File: config.mk
export PLATFORM = sky130hd
export DESIGN_NAME = pr2d_pipe
export DESIGN_NICKNAME = d
export VERILOG_FILES = /design/src/rtl/pr2d_pipe.sv
export SDC_FILE = /design/constraint.sdc
export NUM_CORES = 2
export LEC_CHECK = 0
export ABC_CLOCK_PERIOD_IN_PS = 6900
export BUFFER_PORTS_ARGS = -buffer_cell sky130_fd_sc_hd__clkbuf_2
export CORE_ASPECT_RATIO = 0.7
export CORE_MARGIN = 2
export CORE_UTILIZATION = 35
export CTS_CLUSTER_SIZE = 14
export DETAILED_ROUTE_END_ITERATION = 8
export GPL_TIMING_DRIVEN = 0
export HOLD_SLACK_MARGIN = 0.05
export PLACE_DENSITY = 0.62
export RECOVER_POWER = 25
export SKIP_LAST_GASP = 1
export SYNTH_ARGS = -nofsm -noshare
export SYNTH_HDL_FRONTEND = slang
export SYNTH_SLANG_ARGS = --single-unit
File: constraint.sdc
create_clock -name clk_i -period 6.9 [get_ports clk_i]
set_input_delay 1.035 -clock clk_i [delete_from_list [all_inputs] [get_ports clk_i]]
set_output_delay 1.035 -clock clk_i [all_outputs]
set_load 0.01 [all_outputs]
File: src/rtl/pr2d_pipe.sv
// Four-stage point rotation pipeline: offset, multiply, sum and truncate, recenter and saturate.
module pr2d_pipe #(
  parameter int COORD_WIDTH    = 16,
  parameter int TRIG_FRAC_BITS = 15
) (
  input  logic                             clk_i,
  input  logic                             rst_ni,
  input  logic                             valid_i,
  input  logic signed [COORD_WIDTH-1:0]    point_x_i,
  input  logic signed [COORD_WIDTH-1:0]    point_y_i,
  input  logic signed [COORD_WIDTH-1:0]    center_x_i,
  input  logic signed [COORD_WIDTH-1:0]    center_y_i,
  input  logic signed [TRIG_FRAC_BITS+1:0] cos_i,
  input  logic signed [TRIG_FRAC_BITS+1:0] sin_i,
  output logic                             busy_o,
  output logic                             valid_o,
  output logic signed [COORD_WIDTH-1:0]    rotated_x_o,
  output logic signed [COORD_WIDTH-1:0]    rotated_y_o,
  output logic                             clipped_o
);
  localparam int CW = COORD_WIDTH;
  localparam int F  = TRIG_FRAC_BITS;
  localparam int DW = CW + 1;
  localparam int PW = DW + F + 2;
  localparam int SW = PW + 1;
  localparam int TW = SW - F;
  localparam int RW = TW + 1;
  localparam logic signed [RW-1:0] MAX_R = {{(RW-CW+1){1'b0}}, {(CW-1){1'b1}}};
  localparam logic signed [RW-1:0] MIN_R = {{(RW-CW+1){1'b1}}, {(CW-1){1'b0}}};
  localparam logic signed [CW-1:0] MAX_C = {1'b0, {(CW-1){1'b1}}};
  localparam logic signed [CW-1:0] MIN_C = {1'b1, {(CW-1){1'b0}}};
  localparam logic signed [SW-1:0] TRUNC_BIAS = {{(SW-F){1'b0}}, {F{1'b1}}};

  logic [3:0]              vld_q;
  logic signed [DW-1:0]    dx_q, dy_q;
  logic signed [PW-1:0]    pxc_q, pys_q, pxs_q, pyc_q;
  logic signed [TW-1:0]    tx_q, ty_q;
  logic signed [CW-1:0]    rx_q, ry_q;
  logic                    clip_q;

  logic signed [DW-1:0]    dx_d, dy_d;
  logic signed [SW-1:0]    sx, sy, sxb, syb;
  logic signed [RW-1:0]    rx_full, ry_full;
  logic                    hx, lx, hy, ly;

  always_comb begin
    dx_d = {point_x_i[CW-1], point_x_i} - {center_x_i[CW-1], center_x_i};
    dy_d = {point_y_i[CW-1], point_y_i} - {center_y_i[CW-1], center_y_i};
    sx   = {pxc_q[PW-1], pxc_q} - {pys_q[PW-1], pys_q};
    sy   = {pxs_q[PW-1], pxs_q} + {pyc_q[PW-1], pyc_q};
    sxb  = sx + (sx[SW-1] ? TRUNC_BIAS : '0);
    syb  = sy + (sy[SW-1] ? TRUNC_BIAS : '0);
    rx_full = {tx_q[TW-1], tx_q} + {{(RW-CW){center_x_i[CW-1]}}, center_x_i};
    ry_full = {ty_q[TW-1], ty_q} + {{(RW-CW){center_y_i[CW-1]}}, center_y_i};
    hx = (rx_full > MAX_R);
    lx = (rx_full < MIN_R);
    hy = (ry_full > MAX_R);
    ly = (ry_full < MIN_R);
  end

  always_ff @(posedge clk_i or negedge rst_ni) begin
    if (!rst_ni) begin
      vld_q <= '0;
    end else begin
      vld_q <= {vld_q[2:0], valid_i};
    end
  end

  always_ff @(posedge clk_i) begin
    dx_q   <= dx_d;
    dy_q   <= dy_d;
    pxc_q  <= dx_q * cos_i;
    pys_q  <= dy_q * sin_i;
    pxs_q  <= dx_q * sin_i;
    pyc_q  <= dy_q * cos_i;
    tx_q   <= sxb[SW-1:F];
    ty_q   <= syb[SW-1:F];
    rx_q   <= hx ? MAX_C : (lx ? MIN_C : rx_full[CW-1:0]);
    ry_q   <= hy ? MAX_C : (ly ? MIN_C : ry_full[CW-1:0]);
    clip_q <= hx | lx | hy | ly;
  end

  assign busy_o      = |vld_q[2:0];
  assign valid_o     = vld_q[3];
  assign rotated_x_o = rx_q;
  assign rotated_y_o = ry_q;
  assign clipped_o   = clip_q;

endmodule

==> impl_metrics.env <==
export IMPL_die_area_um2=167000
export IMPL_die_w_um=488
export IMPL_final_common_cell="inv_1"
export IMPL_crit_top_cell="fa_1"
export IMPL_wl_um=207000
export IMPL_synthXorXnorAreaFrac_pct=3.99
export IMPL_final_cell_mix="1371 x inv_1, 1177 x fa_1, 630 x nand2_1, 584 x and2_1, 498 x ha_1"
export IMPL_synth_edf_count=0
export IMPL_synth_nets=8126
export IMPL_synth_compound_area_share_pct=8.15
export IMPL_syn_area_per_cell_um2=9.08
export IMPL_synth_seq_cells=247
export IMPL_grt_max_degree=16
export IMPL_synth_top_area_share_pct=41.5
export IMPL_synth_top_cell_by_area="fa_1"
export IMPL_synth_area_leaders="fa_1 41%, ha_1 11%, inv_1 9.0%"
export IMPL_drive_above_1_share_pct=8.75
export IMPL_critPathKind="flip-flop to flip-flop"
export IMPL_cts_tree="yes"
export IMPL_drc_errors=0
export IMPL_globalRouteOverflowTotal=0
export IMPL_drtAntennaViolNets=0
export IMPL_ys_warnings_count=0
export IMPL_core_um2=163000
export IMPL_htreeDepth=1
export IMPL_place_gp_congestion=1.02
export IMPL_status="finished clean"
export IMPL_ys_types=109
export IMPL_worst_pin_slew_ps=1050
export IMPL_vias=45044
export IMPL_num_nets_final=8341
export IMPL_fmax_mhz=146
export IMPL_hold_class="primary input to asynchronous set/reset pin"
export IMPL_std_cell_rows=124
export IMPL_grt_pass1_wl_um=308000
export IMPL_dp_cells=8666
export IMPL_seq_area_frac_synth_pct=8.64
export IMPL_cp_slowest_cell="clkbuf_1"
export IMPL_ys_async_sr_fraction_pct=1.62
export IMPL_synth_simple_area_share_pct=16.1
export IMPL_synthFlopType="dfxtp_1"
export IMPL_cpPeakStageDelay_ps=590
export IMPL_cts_made_buffers=31
export IMPL_synth_mux_area_share_pct=0.111
export IMPL_grt_pass1_vias=46147
export IMPL_critPathBufInv=4
export IMPL_period_share_pct=99.3
export IMPL_dr_first_iter_drc_count=4099
export IMPL_rsz0062_at_grt="true"
export IMPL_setup_viol=0
export IMPL_synthCells=6327
export IMPL_holdWs_ps=207
export IMPL_antenna_found_initial=25
export IMPL_fillers=16463
export IMPL_cts_root_buf="clkbuf_16"
export IMPL_area_delta_synth_final_pct=11.7
export IMPL_io_buffers=134
export IMPL_track_usage_pct=25.0
export IMPL_via_per_inst=5.13
export IMPL_clock_sinks=247
export IMPL_ioPinCount=136
export IMPL_cp_required_ps=7440
export IMPL_cts_buffer_depth=3
export IMPL_critPathMaxFanout=10
export IMPL_layout_cells_non_filler=8782
export IMPL_synth_top_family_by_area="adder cells"
export IMPL_hold_viol=0
export IMPL_cts_clk_slew_worst_paths_ps=60
export IMPL_clk_latency_ps=660
export IMPL_cp_top_family="adder cells"
export IMPL_hold_buffers=0
export IMPL_min_period_ps=6850
export IMPL_wl_per_cell_um=23.6
export IMPL_synth_area_um2=57500
export IMPL_die_h_um=343
export IMPL_max_cap_violations=0
export IMPL_slew_violations=0
export IMPL_drt_pass1_iter_count=5
export IMPL_worstPathCellList="clkbuf_1, and2_1, fa_1, fa_1, ha_1, fa_1, inv_1, fa_1, fa_1, inv_1, ha_1, o21ai_0, a21oi_1, o21ai_0, nand4_1, buf_4, a31o_2, a2111oi_1, nor2_1, xor2_1"
export IMPL_critPathCaptureType="flip-flop"
export IMPL_clock_skew_ps=35.5
export IMPL_max_slew_margin_pct=28.7
export IMPL_start_util_pct=35.2
export IMPL_crit_path_start_kind="flip-flop"
export IMPL_hpwl_um=174000
export IMPL_synthAdderAreaFrac_pct=52.5
export IMPL_cp_arrival_ps=7390
-- per-stage QoR --
stage | utilization [%] | setup slack (ps) | setup TNS [ps] | instance area [µm²]
finish | 39.3 | 51.4 | 0 | 64200
CTS | 38.8 | -150 | -372 | 63300
global placement | 37.3 | -2900 | -102840 | 60900
floorplan | - | 12.4 | 0 | 57500
global route | 39.3 | -77.1 | -215 | 64200
detailed placement | 37.3 | -2860 | -102630 | 60900
-- cell type report --
cell class / count / area, µm² / area share [%]
plain buffers: 227 / 1980 / 3.08
flip-flops and latches: 247 / 5050 / 7.87
multi-input cells: 4477 / 47000 / 73.2
diodes: 14 / 35.0 / 0.0546
inverters: 1376 / 5180 / 8.07
well taps: 2205 / 2760 / 4.30
repair buffers: 182 / 1200 / 1.86
clock buffers: 37 / 798 / 1.24
clock inverters: 17 / 215 / 0.335
-- synth_stat cells (all sizes together) (9+ instances only) --
cell type / instances
nor2: 234
fa: 1190
xor2: 65
nand3b: 9
and3: 30
nor2b: 37
and2: 593
a21boi: 16
a21oi: 206
o21ai: 152
xnor2: 196
ha: 508
nor3: 59
inv: 1375
clkbuf: 217
dfxtp: 243
a31oi: 21
buf: 10
a21o: 79
and4: 10
o21a: 28
nor4: 15
nand3: 59
o21bai: 34
nand2b: 51
a211oi: 32
or3: 22
nand2: 632
a2111oi: 14
o211ai: 11
nand4: 29
-- sequential cells by signal, summed over array words and instances, names as in the netlist --
| name | cells |
|---|---|
| clipped_o | 1 |
| dx_q | 17 |
| dy_q | 17 |
| pxc_q | 34 |
| pxs_q | 34 |
| pyc_q | 34 |
| pys_q | 34 |
| rotated_x_o | 16 |
| rotated_y_o | 16 |
| tx_q | 20 |
| ty_q | 20 |
| vld_q | 4 |
-- routing by layer --
layer  vias to the layer above  track usage, %  wire length, µm
met5                         -            1.00              783
met4                        23            7.20             7360
met3                       282            10.7            29300
met2                      2261            33.4            78800
met1                     22690            36.1            91100
li1                      19788               -                -
-- final timing paths --
path | start | endpoint | slack (ps) | depth (start not counted)
min | rst_ni | vld_q[0]$_DFF_PN0_ | 210 | 1
min in group clk_i | vld_q[1]$_DFF_PN0_ | vld_q[2]$_DFF_PN0_ | 370 | 0
max | dy_q[2]$_DFF_P_ | pys_q[30]$_DFF_P_ | 50 | 20
min reg2reg | vld_q[1]$_DFF_PN0_ | vld_q[2]$_DFF_PN0_ | 370 | 0
max reg2reg | dy_q[2]$_DFF_P_ | pys_q[30]$_DFF_P_ | 50 | 20
max in group asynchronous | rst_ni | vld_q[1]$_DFF_PN0_ | 6510 | 1
-- repair_timing --
| item | in CTS | in global routing |
|---|---|---|
| buffers inserted | 18 | 29 |
| gates resized for setup | 434 | 337 |
| endpoints found under the hold margin | 0 | 0 |
| pin swaps | 10 | 35 |
| cloned | 0 | 1 |
| setup endpoints to repair | 66 | 35 |
-- kinds of logic (layout without fill, tap and decap cells) --
| kind of cell | count (synthesis) | count (layout) |
|---|---|---|
| compound gates | 701 | 701 |
| xor+xnor | 261 | 261 |
| fa+ha+maj | 1698 | 1698 |
| buf+inv | 1603 | 1839 |
| flops | 247 | 247 |
| mux | 6 | 6 |
| other cells | 0 | 14 |
| simple gates | 1811 | 1811 |
Power is not shown: default switching activity piles up to over one toggle a cycle in this logic, so the estimate is an artifact.
