## src/rtl/pr2d_pkg.sv

```systemverilog
// Shared types and constants of the 2D point rotator.
package pr2d_pkg;

  localparam int ANGLE_W    = 16;
  localparam int CFG_IDX_W  = 2;

  localparam logic [CFG_IDX_W-1:0] REG_CENTER_X       = 2'd0;
  localparam logic [CFG_IDX_W-1:0] REG_CENTER_Y       = 2'd1;
  localparam logic [CFG_IDX_W-1:0] REG_ROTATION_ANGLE = 2'd2;

  localparam int TURN_W     = 15;
  localparam int REM_W      = 13;
  localparam logic signed [ANGLE_W+1:0] FULL_TURN   = 18'sd23040;
  localparam logic signed [ANGLE_W+1:0] DOUBLE_TURN = 18'sd46080;
  localparam logic [TURN_W-1:0] QUARTER_1 = 15'd5760;
  localparam logic [TURN_W-1:0] QUARTER_2 = 15'd11520;
  localparam logic [TURN_W-1:0] QUARTER_3 = 15'd17280;

  // A quarter-turn remainder times RECIP_TURN, shifted down by RECIP_SHIFT, is the
  // angle in units of 2^32 per turn, exact over the whole remainder range.
  localparam int RECIP_W     = 36;
  localparam int RECIP_SHIFT = 18;
  localparam int PROD_W      = REM_W + RECIP_W;
  localparam logic [RECIP_W-1:0] RECIP_TURN = 36'd48867183457;

  localparam int CNT_W         = 6;
  localparam int CORDIC_STEPS  = 30;
  localparam int STEP_W        = 5;
  localparam int CORDIC_W      = 36;
  localparam int CORDIC_FRAC   = 32;
  localparam int ZW            = 33;
  localparam logic [CNT_W-1:0] CORDIC_LAST = 6'd29;
  localparam logic signed [CORDIC_W-1:0] CORDIC_X0 = 36'sd2608131496;

  localparam logic [31:0] ATAN_TAB [CORDIC_STEPS] = '{
    32'h20000000, 32'h12E4051D, 32'h09FB385B, 32'h051111D4, 32'h028B0D43,
    32'h0145D7E1, 32'h00A2F61E, 32'h00517C55, 32'h0028BE53, 32'h00145F2E,
    32'h000A2F98, 32'h000517CC, 32'h00028BE6, 32'h000145F3, 32'h0000A2F9,
    32'h0000517C, 32'h000028BE, 32'h0000145F, 32'h00000A2F, 32'h00000517,
    32'h0000028B, 32'h00000145, 32'h000000A2, 32'h00000051, 32'h00000028,
    32'h00000014, 32'h0000000A, 32'h00000005, 32'h00000002, 32'h00000001
  };

  typedef enum logic [2:0] {
    TS_IDLE,
    TS_REDUCE,
    TS_SPLIT,
    TS_DIVIDE,
    TS_ROTATE,
    TS_FINISH
  } trig_state_e;

endpackage

```

## src/rtl/pr2d_trig.sv

```systemverilog
// Sequential cosine and sine generator: angle reduction, reciprocal divide and CORDIC.
module pr2d_trig #(
  parameter int TRIG_FRAC_BITS = 15
) (
  input  logic                               clk_i,
  input  logic                               rst_ni,
  input  logic                               start_i,
  input  logic [pr2d_pkg::ANGLE_W-1:0]       angle_i,
  output logic                               busy_o,
  output logic signed [TRIG_FRAC_BITS+1:0]   cos_o,
  output logic signed [TRIG_FRAC_BITS+1:0]   sin_o
);
  import pr2d_pkg::*;

  localparam int TW = TRIG_FRAC_BITS + 2;
  localparam int SH = CORDIC_FRAC - TRIG_FRAC_BITS;
  localparam int RW = CORDIC_W - SH;
  localparam logic signed [TW-1:0] ONE_T = {2'b01, {TRIG_FRAC_BITS{1'b0}}};
  localparam logic signed [RW-1:0] ONE_R =
    {{(RW-TRIG_FRAC_BITS-1){1'b0}}, 1'b1, {TRIG_FRAC_BITS{1'b0}}};
  localparam logic signed [CORDIC_W-1:0] HALF_R =
    {{(CORDIC_W-SH){1'b0}}, 1'b1, {(SH-1){1'b0}}};

  trig_state_e state_q, state_d;

  logic signed [ANGLE_W-1:0]   ang_q;
  logic [TURN_W-1:0]           turn_q;
  logic [1:0]                  quad_q;
  logic                        zero_q;
  logic [REM_W-1:0]            rem_q;
  logic [CNT_W-1:0]            cnt_q;
  logic signed [ZW-1:0]        z_q;
  logic signed [CORDIC_W-1:0]  x_q, y_q;
  logic signed [TW-1:0]        cos_q, sin_q;

  logic signed [ANGLE_W+1:0]   ang_ext;
  logic signed [ANGLE_W+1:0]   red_full;
  logic [1:0]                  quad_d;
  logic [TURN_W-1:0]           rem_full;
  logic [PROD_W-1:0]           z_prod;
  logic signed [CORDIC_W-1:0]  x_sh, y_sh;
  logic signed [ZW-1:0]        atan_z;
  logic signed [TW-1:0]        c_r, s_r, c_f, s_f;

  function automatic logic signed [TW-1:0] round_clamp(input logic signed [CORDIC_W-1:0] v);
    logic signed [CORDIC_W-1:0] b;
    logic signed [RW-1:0]       r;
    b = v + HALF_R;
    r = b[CORDIC_W-1:SH];
    if (r < 0) begin
      round_clamp = '0;
    end else if (r > ONE_R) begin
      round_clamp = ONE_T;
    end else begin
      round_clamp = r[TW-1:0];
    end
  endfunction

  always_comb begin
    state_d = state_q;
    case (state_q)
      TS_IDLE:   if (start_i) state_d = TS_REDUCE;
      TS_REDUCE: state_d = TS_SPLIT;
      TS_SPLIT:  state_d = (rem_full[REM_W-1:0] == '0) ? TS_FINISH : TS_DIVIDE;
      TS_DIVIDE: state_d = TS_ROTATE;
      TS_ROTATE: if (cnt_q == CORDIC_LAST) state_d = TS_FINISH;
      TS_FINISH: state_d = TS_IDLE;
      default:   state_d = TS_IDLE;
    endcase
  end

  always_comb begin
    busy_o = (state_q != TS_IDLE);
  end

  always_comb begin
    ang_ext = {{2{ang_q[ANGLE_W-1]}}, ang_q};
    if (ang_ext < -FULL_TURN) begin
      red_full = ang_ext + DOUBLE_TURN;
    end else if (ang_ext < 0) begin
      red_full = ang_ext + FULL_TURN;
    end else if (ang_ext >= FULL_TURN) begin
      red_full = ang_ext - FULL_TURN;
    end else begin
      red_full = ang_ext;
    end
  end

  always_comb begin
    if (turn_q >= QUARTER_3) begin
      quad_d   = 2'd3;
      rem_full = turn_q - QUARTER_3;
    end else if (turn_q >= QUARTER_2) begin
      quad_d   = 2'd2;
      rem_full = turn_q - QUARTER_2;
    end else if (turn_q >= QUARTER_1) begin
      quad_d   = 2'd1;
      rem_full = turn_q - QUARTER_1;
    end else begin
      quad_d   = 2'd0;
      rem_full = turn_q;
    end
  end

  always_comb begin
    z_prod = rem_q * RECIP_TURN;
    x_sh   = x_q >>> cnt_q[STEP_W-1:0];
    y_sh   = y_q >>> cnt_q[STEP_W-1:0];
    atan_z = $signed({1'b0, ATAN_TAB[cnt_q[STEP_W-1:0]]});
  end

  always_comb begin
    if (zero_q) begin
      c_r = ONE_T;
      s_r = '0;
    end else begin
      c_r = round_clamp(x_q);
      s_r = round_clamp(y_q);
    end
    case (quad_q)
      2'd1:    begin c_f = -s_r; s_f = c_r;  end
      2'd2:    begin c_f = -c_r; s_f = -s_r; end
      2'd3:    begin c_f = s_r;  s_f = -c_r; end
      default: begin c_f = c_r;  s_f = s_r;  end
    endcase
  end

  always_ff @(posedge clk_i or negedge rst_ni) begin
    if (!rst_ni) begin
      state_q <= TS_IDLE;
      cnt_q   <= '0;
      cos_q   <= ONE_T;
      sin_q   <= '0;
    end else begin
      state_q <= state_d;
      case (state_q)
        TS_SPLIT:  cnt_q <= '0;
        TS_ROTATE: cnt_q <= cnt_q + 1'b1;
        TS_FINISH: begin
          cos_q <= c_f;
          sin_q <= s_f;
        end
        default: ;
      endcase
    end
  end

  always_ff @(posedge clk_i) begin
    case (state_q)
      TS_IDLE: if (start_i) ang_q <= angle_i;
      TS_REDUCE: turn_q <= red_full[TURN_W-1:0];
      TS_SPLIT: begin
        quad_q <= quad_d;
        zero_q <= (rem_full[REM_W-1:0] == '0);
        rem_q  <= rem_full[REM_W-1:0];
        x_q    <= CORDIC_X0;
        y_q    <= '0;
      end
      TS_DIVIDE: begin
        z_q <= {{(ZW-PROD_W+RECIP_SHIFT){1'b0}}, z_prod[PROD_W-1:RECIP_SHIFT]};
      end
      TS_ROTATE: begin
        if (z_q >= 0) begin
          x_q <= x_q - y_sh;
          y_q <= y_q + x_sh;
          z_q <= z_q - atan_z;
        end else begin
          x_q <= x_q + y_sh;
          y_q <= y_q - x_sh;
          z_q <= z_q + atan_z;
        end
      end
      default: ;
    endcase
  end

  assign cos_o = cos_q;
  assign sin_o = sin_q;

endmodule

```

## config.mk

```make
export PLATFORM = sky130hd
export DESIGN_NAME = pr2d_trig
export DESIGN_NICKNAME = d
export VERILOG_FILES = /design/src/rtl/pr2d_pkg.sv /design/src/rtl/pr2d_trig.sv
export SDC_FILE = /design/constraint.sdc
export NUM_CORES = 1
export LEC_CHECK = 0
export BUFFER_PORTS_ARGS = -buffer_cell sky130_fd_sc_hd__buf_2
export CORE_UTILIZATION = 60
export DETAILED_ROUTE_END_ITERATION = 10
export PLACE_DENSITY = 0.79
export SLEW_MARGIN = 30
export SYNTH_ARGS = -nofsm -noshare
export SYNTH_HDL_FRONTEND = slang
export SYNTH_SLANG_ARGS = --single-unit
```

## constraint.sdc

```tcl
create_clock -name clk_i -period 6.45 [get_ports clk_i]
set_input_delay 1.29 -clock clk_i [delete_from_list [all_inputs] [get_ports clk_i]]
set_output_delay 1.29 -clock clk_i [all_outputs]
set_load 0.02 [all_outputs]
```

==> impl_metrics.tcl <==
set metrics [dict create \
    gpl.final_weighted_congestion 1.08 \
    final.min_clock_period_ps 6380 \
    flow.area_growth_from_synthesis_pct 10.7 \
    clock-sinks 195 \
    antenna_left 0 \
    synth.cell_area_um2 26600 \
    fin_clk_skew_ps 34.0 \
    setup.worst_path.start "cnt_q[0]$_DFFE_PN0P_" \
    std_cell_rows 76 \
    post_syn_nets 3404 \
    grt_pass1_vias 25034 \
    synth-edff-count 152 \
    tritoncts "yes" \
    totalWireLength_um 93600 \
    timing_worst_slew_pin_value_ps 1020 \
    rr_startpoint "cnt_q[0]$_DFFE_PN0P_" \
    ctsHtreeMaxLevel 4 \
    grt_setup_unrepaired "yes" \
    grt_first_pass_wirelength_um 144000 \
    drt-initial-drc-count 2842 \
    setup_tns_ps 0 \
    fp.dieArea_um2 45100 \
    antenna-diode-count 0 \
    most_common_flop_cell_mapped_by_yosys "edfxtp_1" \
    worst-path-max-fanout 13 \
    hold_ws_ps 460 \
    core_area_um2 43400 \
    synth_cell_type_count 98 \
    die-height_um 212 \
    detailroute.via_count 26085 \
    grt.total_usage 0.417 \
    first_pass_iters 8 \
    cp.required_ps 6690 \
    post_synth_most_frequent_cells "290 x nand2_1, 221 x nor2_1, 218 x ha_1, 218 x o21ai_0, 203 x a21oi_1" \
    drt-wirelength-per-cell_um 24.5 \
    globalRouteOverflowTotal 0 \
    result_of_the_run "finished clean" \
    nFillCells 3542 \
    fp.dieW_um 212 \
    timing.slew.headroom 0.319 \
    final_nets 3524 \
    achievable-frequency_ghz 0.157 \
    crit_path_end_kind "flop" \
    max_cap_viol_count 0 \
    final_max_slew_viol_count 0 \
    post_dp_hpwl_um 72600 \
    insertion_delay_ps 540 \
    reg2reg_slack_ps 70 \
    cts.clk_slew.worst_paths_ps 90 \
    critical_path_arrival_ps 6620 \
    synth_seq_cells 195 \
    synth_top_cell_by_area "edfxtp_1" \
    cts-buffers-inserted 17 \
    setup.worst_path.start_class "flop" \
    gate_count_post_synth 3108 \
    floorplan.initialDensity 0.612 \
    number_of_antenna_violations_at_the_first_check_in_global_routing 0 \
    timing_hold_violations_final 0 \
    r2r.worst_path.cells 24 \
    asr_flop_ratio_synth 0.221 \
    timing_worst_setup_path_type "reg -> reg" \
    drive_gt1_frac 0.159 \
    remaining_drc_errors 0 \
    cts.path.max_buffers 2 \
    synth_most_common_cell "nand2_1" \
    hp-class "reg -> reg" \
    synthesis.yosys.warnings 0 \
    synth_top_cell_area_share 0.172 \
    r2r-end "y_q[29]$_SDFFCE_PN0P_" \
    number_of_port_buffers 53 \
    final_min_period_over_clock_period 0.989 \
    largest_net_degree_at_the_start_of_global_routing 77 \
    avgViaCountPerCell 6.82 \
    top_level_ports 54 \
    synth.yosys.seq_area_share 0.212 \
    netlist_top_cells_area "edfxtp_1 17%, ha_1 10%, xnor2_1 5.5%, fa_1 4.4%, mux4_2 4.4%" \
    finalSetupViolations 0 \
    cts_root_buffer "clkbuf_16" \
    synthesis.area_per_instance_um2 8.54 \
    worstSetupEndpoint "y_q[29]$_SDFFCE_PN0P_" \
]
cell families after synthesis:
family / synth area share
and+or+nand+nor: 0.168
AOI/OAI and AO/OA: 0.215
buffers and inverters: 0.0633
xor gates and xnor gates: 0.0914
adders and majority gates: 0.147
DFF: 0.212
muxes: 0.103
worst min-delay path by stage:
stage	from	endpoint	slack, ps	cells after the start
after CTS	turn_q[6]$_DFFE_PP_	rem_q[6]$_DFFE_PN_	460	0
after floorplan	ang_q[0]$_DFFE_PP_	turn_q[0]$_DFFE_PP_	420	0
after global placement	ang_q[0]$_DFFE_PP_	turn_q[0]$_DFFE_PP_	430	0
final	turn_q[6]$_DFFE_PP_	rem_q[6]$_DFFE_PN_	460	0
after detailed placement	ang_q[4]$_DFFE_PP_	turn_q[4]$_DFFE_PP_	440	0
after global routing	ang_q[6]$_DFFE_PP_	turn_q[6]$_DFFE_PP_	470	0
layout by cell type, fill, tap and decap left out, drive strengths merged, types with 20 or more instances in the layout:
master,netlist,final
buf,62,294
nand2,290,290
o21ai,223,223
nor2,221,221
ha,218,218
inv,199,208
a21oi,203,203
xnor2,166,166
edfxtp,152,152
xor2,111,111
mux4,73,73
nor3,71,71
mux2i,68,68
a21o,65,65
nand3,62,62
fa,59,59
nand2b,48,48
a211oi,42,42
dfrtp,42,42
a31oi,41,41
nor2b,34,34
and3,32,32
o21a,32,32
o22ai,29,29
mux2,29,29
o211ai,25,25
nand4,23,23
and2,21,21
o21bai,20,20
or3,20,20
routing by layer:
layer,wire [µm],global-route usage,vias to the layer above
met5,0,0,-
met4,6240,0.252,0
met3,8370,0.0814,387
met2,43600,0.686,1553
met1,35400,0.505,12487
li1,-,-,11658
metrics by stage:
stage          setup slack (ps)  instances   util  instance area [µm²]
3_5_place_dp               -110       3780  0.657                28500
3_3_place_gp              -49.7       3780  0.657                28500
4_1_cts                    5.30       3816  0.673                29200
2_1_floorplan             -7.39       3108      -                26600
5_1_grt                   -82.7       3826  0.678                29400
6_report                   70.4       3826  0.678                29400
state kept, by name, summed over array words and instances, names as in the netlist, 6 cells and up:
name	count
x_q	36
y_q	36
z_q	33
cos_o	17
sin_o	17
ang_q	16
turn_q	15
rem_q	13
cnt_q	6
cell type report:
cell class | count | area (µm²) | share of cell area
clock buffers | 17 | 425 | 0.0145
clock inverters | 15 | 195 | 0.00664
inverters | 203 | 762 | 0.0259
multi-input cells | 2517 | 19500 | 0.662
flip-flops and latches | 195 | 5650 | 0.192
well taps | 585 | 732 | 0.0249
repair buffers | 294 | 2170 | 0.0738
repair_timing:
item / CTS / global route
gates cloned: 0 / 0
endpoints found under the setup margin: 15 / 27
resized for setup: 11 / 55
hold buffers: 0 / 0
pin swaps: 1 / 14
buffers inserted: 4 / 10
worst max-delay path, stage by stage (launching register included):
cell	delay, ps
dfrtp_4	520
buf_4	170
buf_12	140
mux4_2	310
mux4_2	540
a221oi_4	320
ha_2	210
inv_1	40
nand4bb_4	190
or3_4	370
or4_4	570
o21ai_4	160
mux2_2	170
mux2i_1	80
ha_1	350
a21o_1	220
a211oi_2	250
o21bai_1	110
a21o_1	200
a221o_1	350
o21a_1	220
o21a_1	210
o21ai_1	160
nor3b_2	180
nor3_1	60
Power is left out: the tool's default activity adds up to more than one toggle a clock period on the data nets, which glitch-free logic cannot reach.
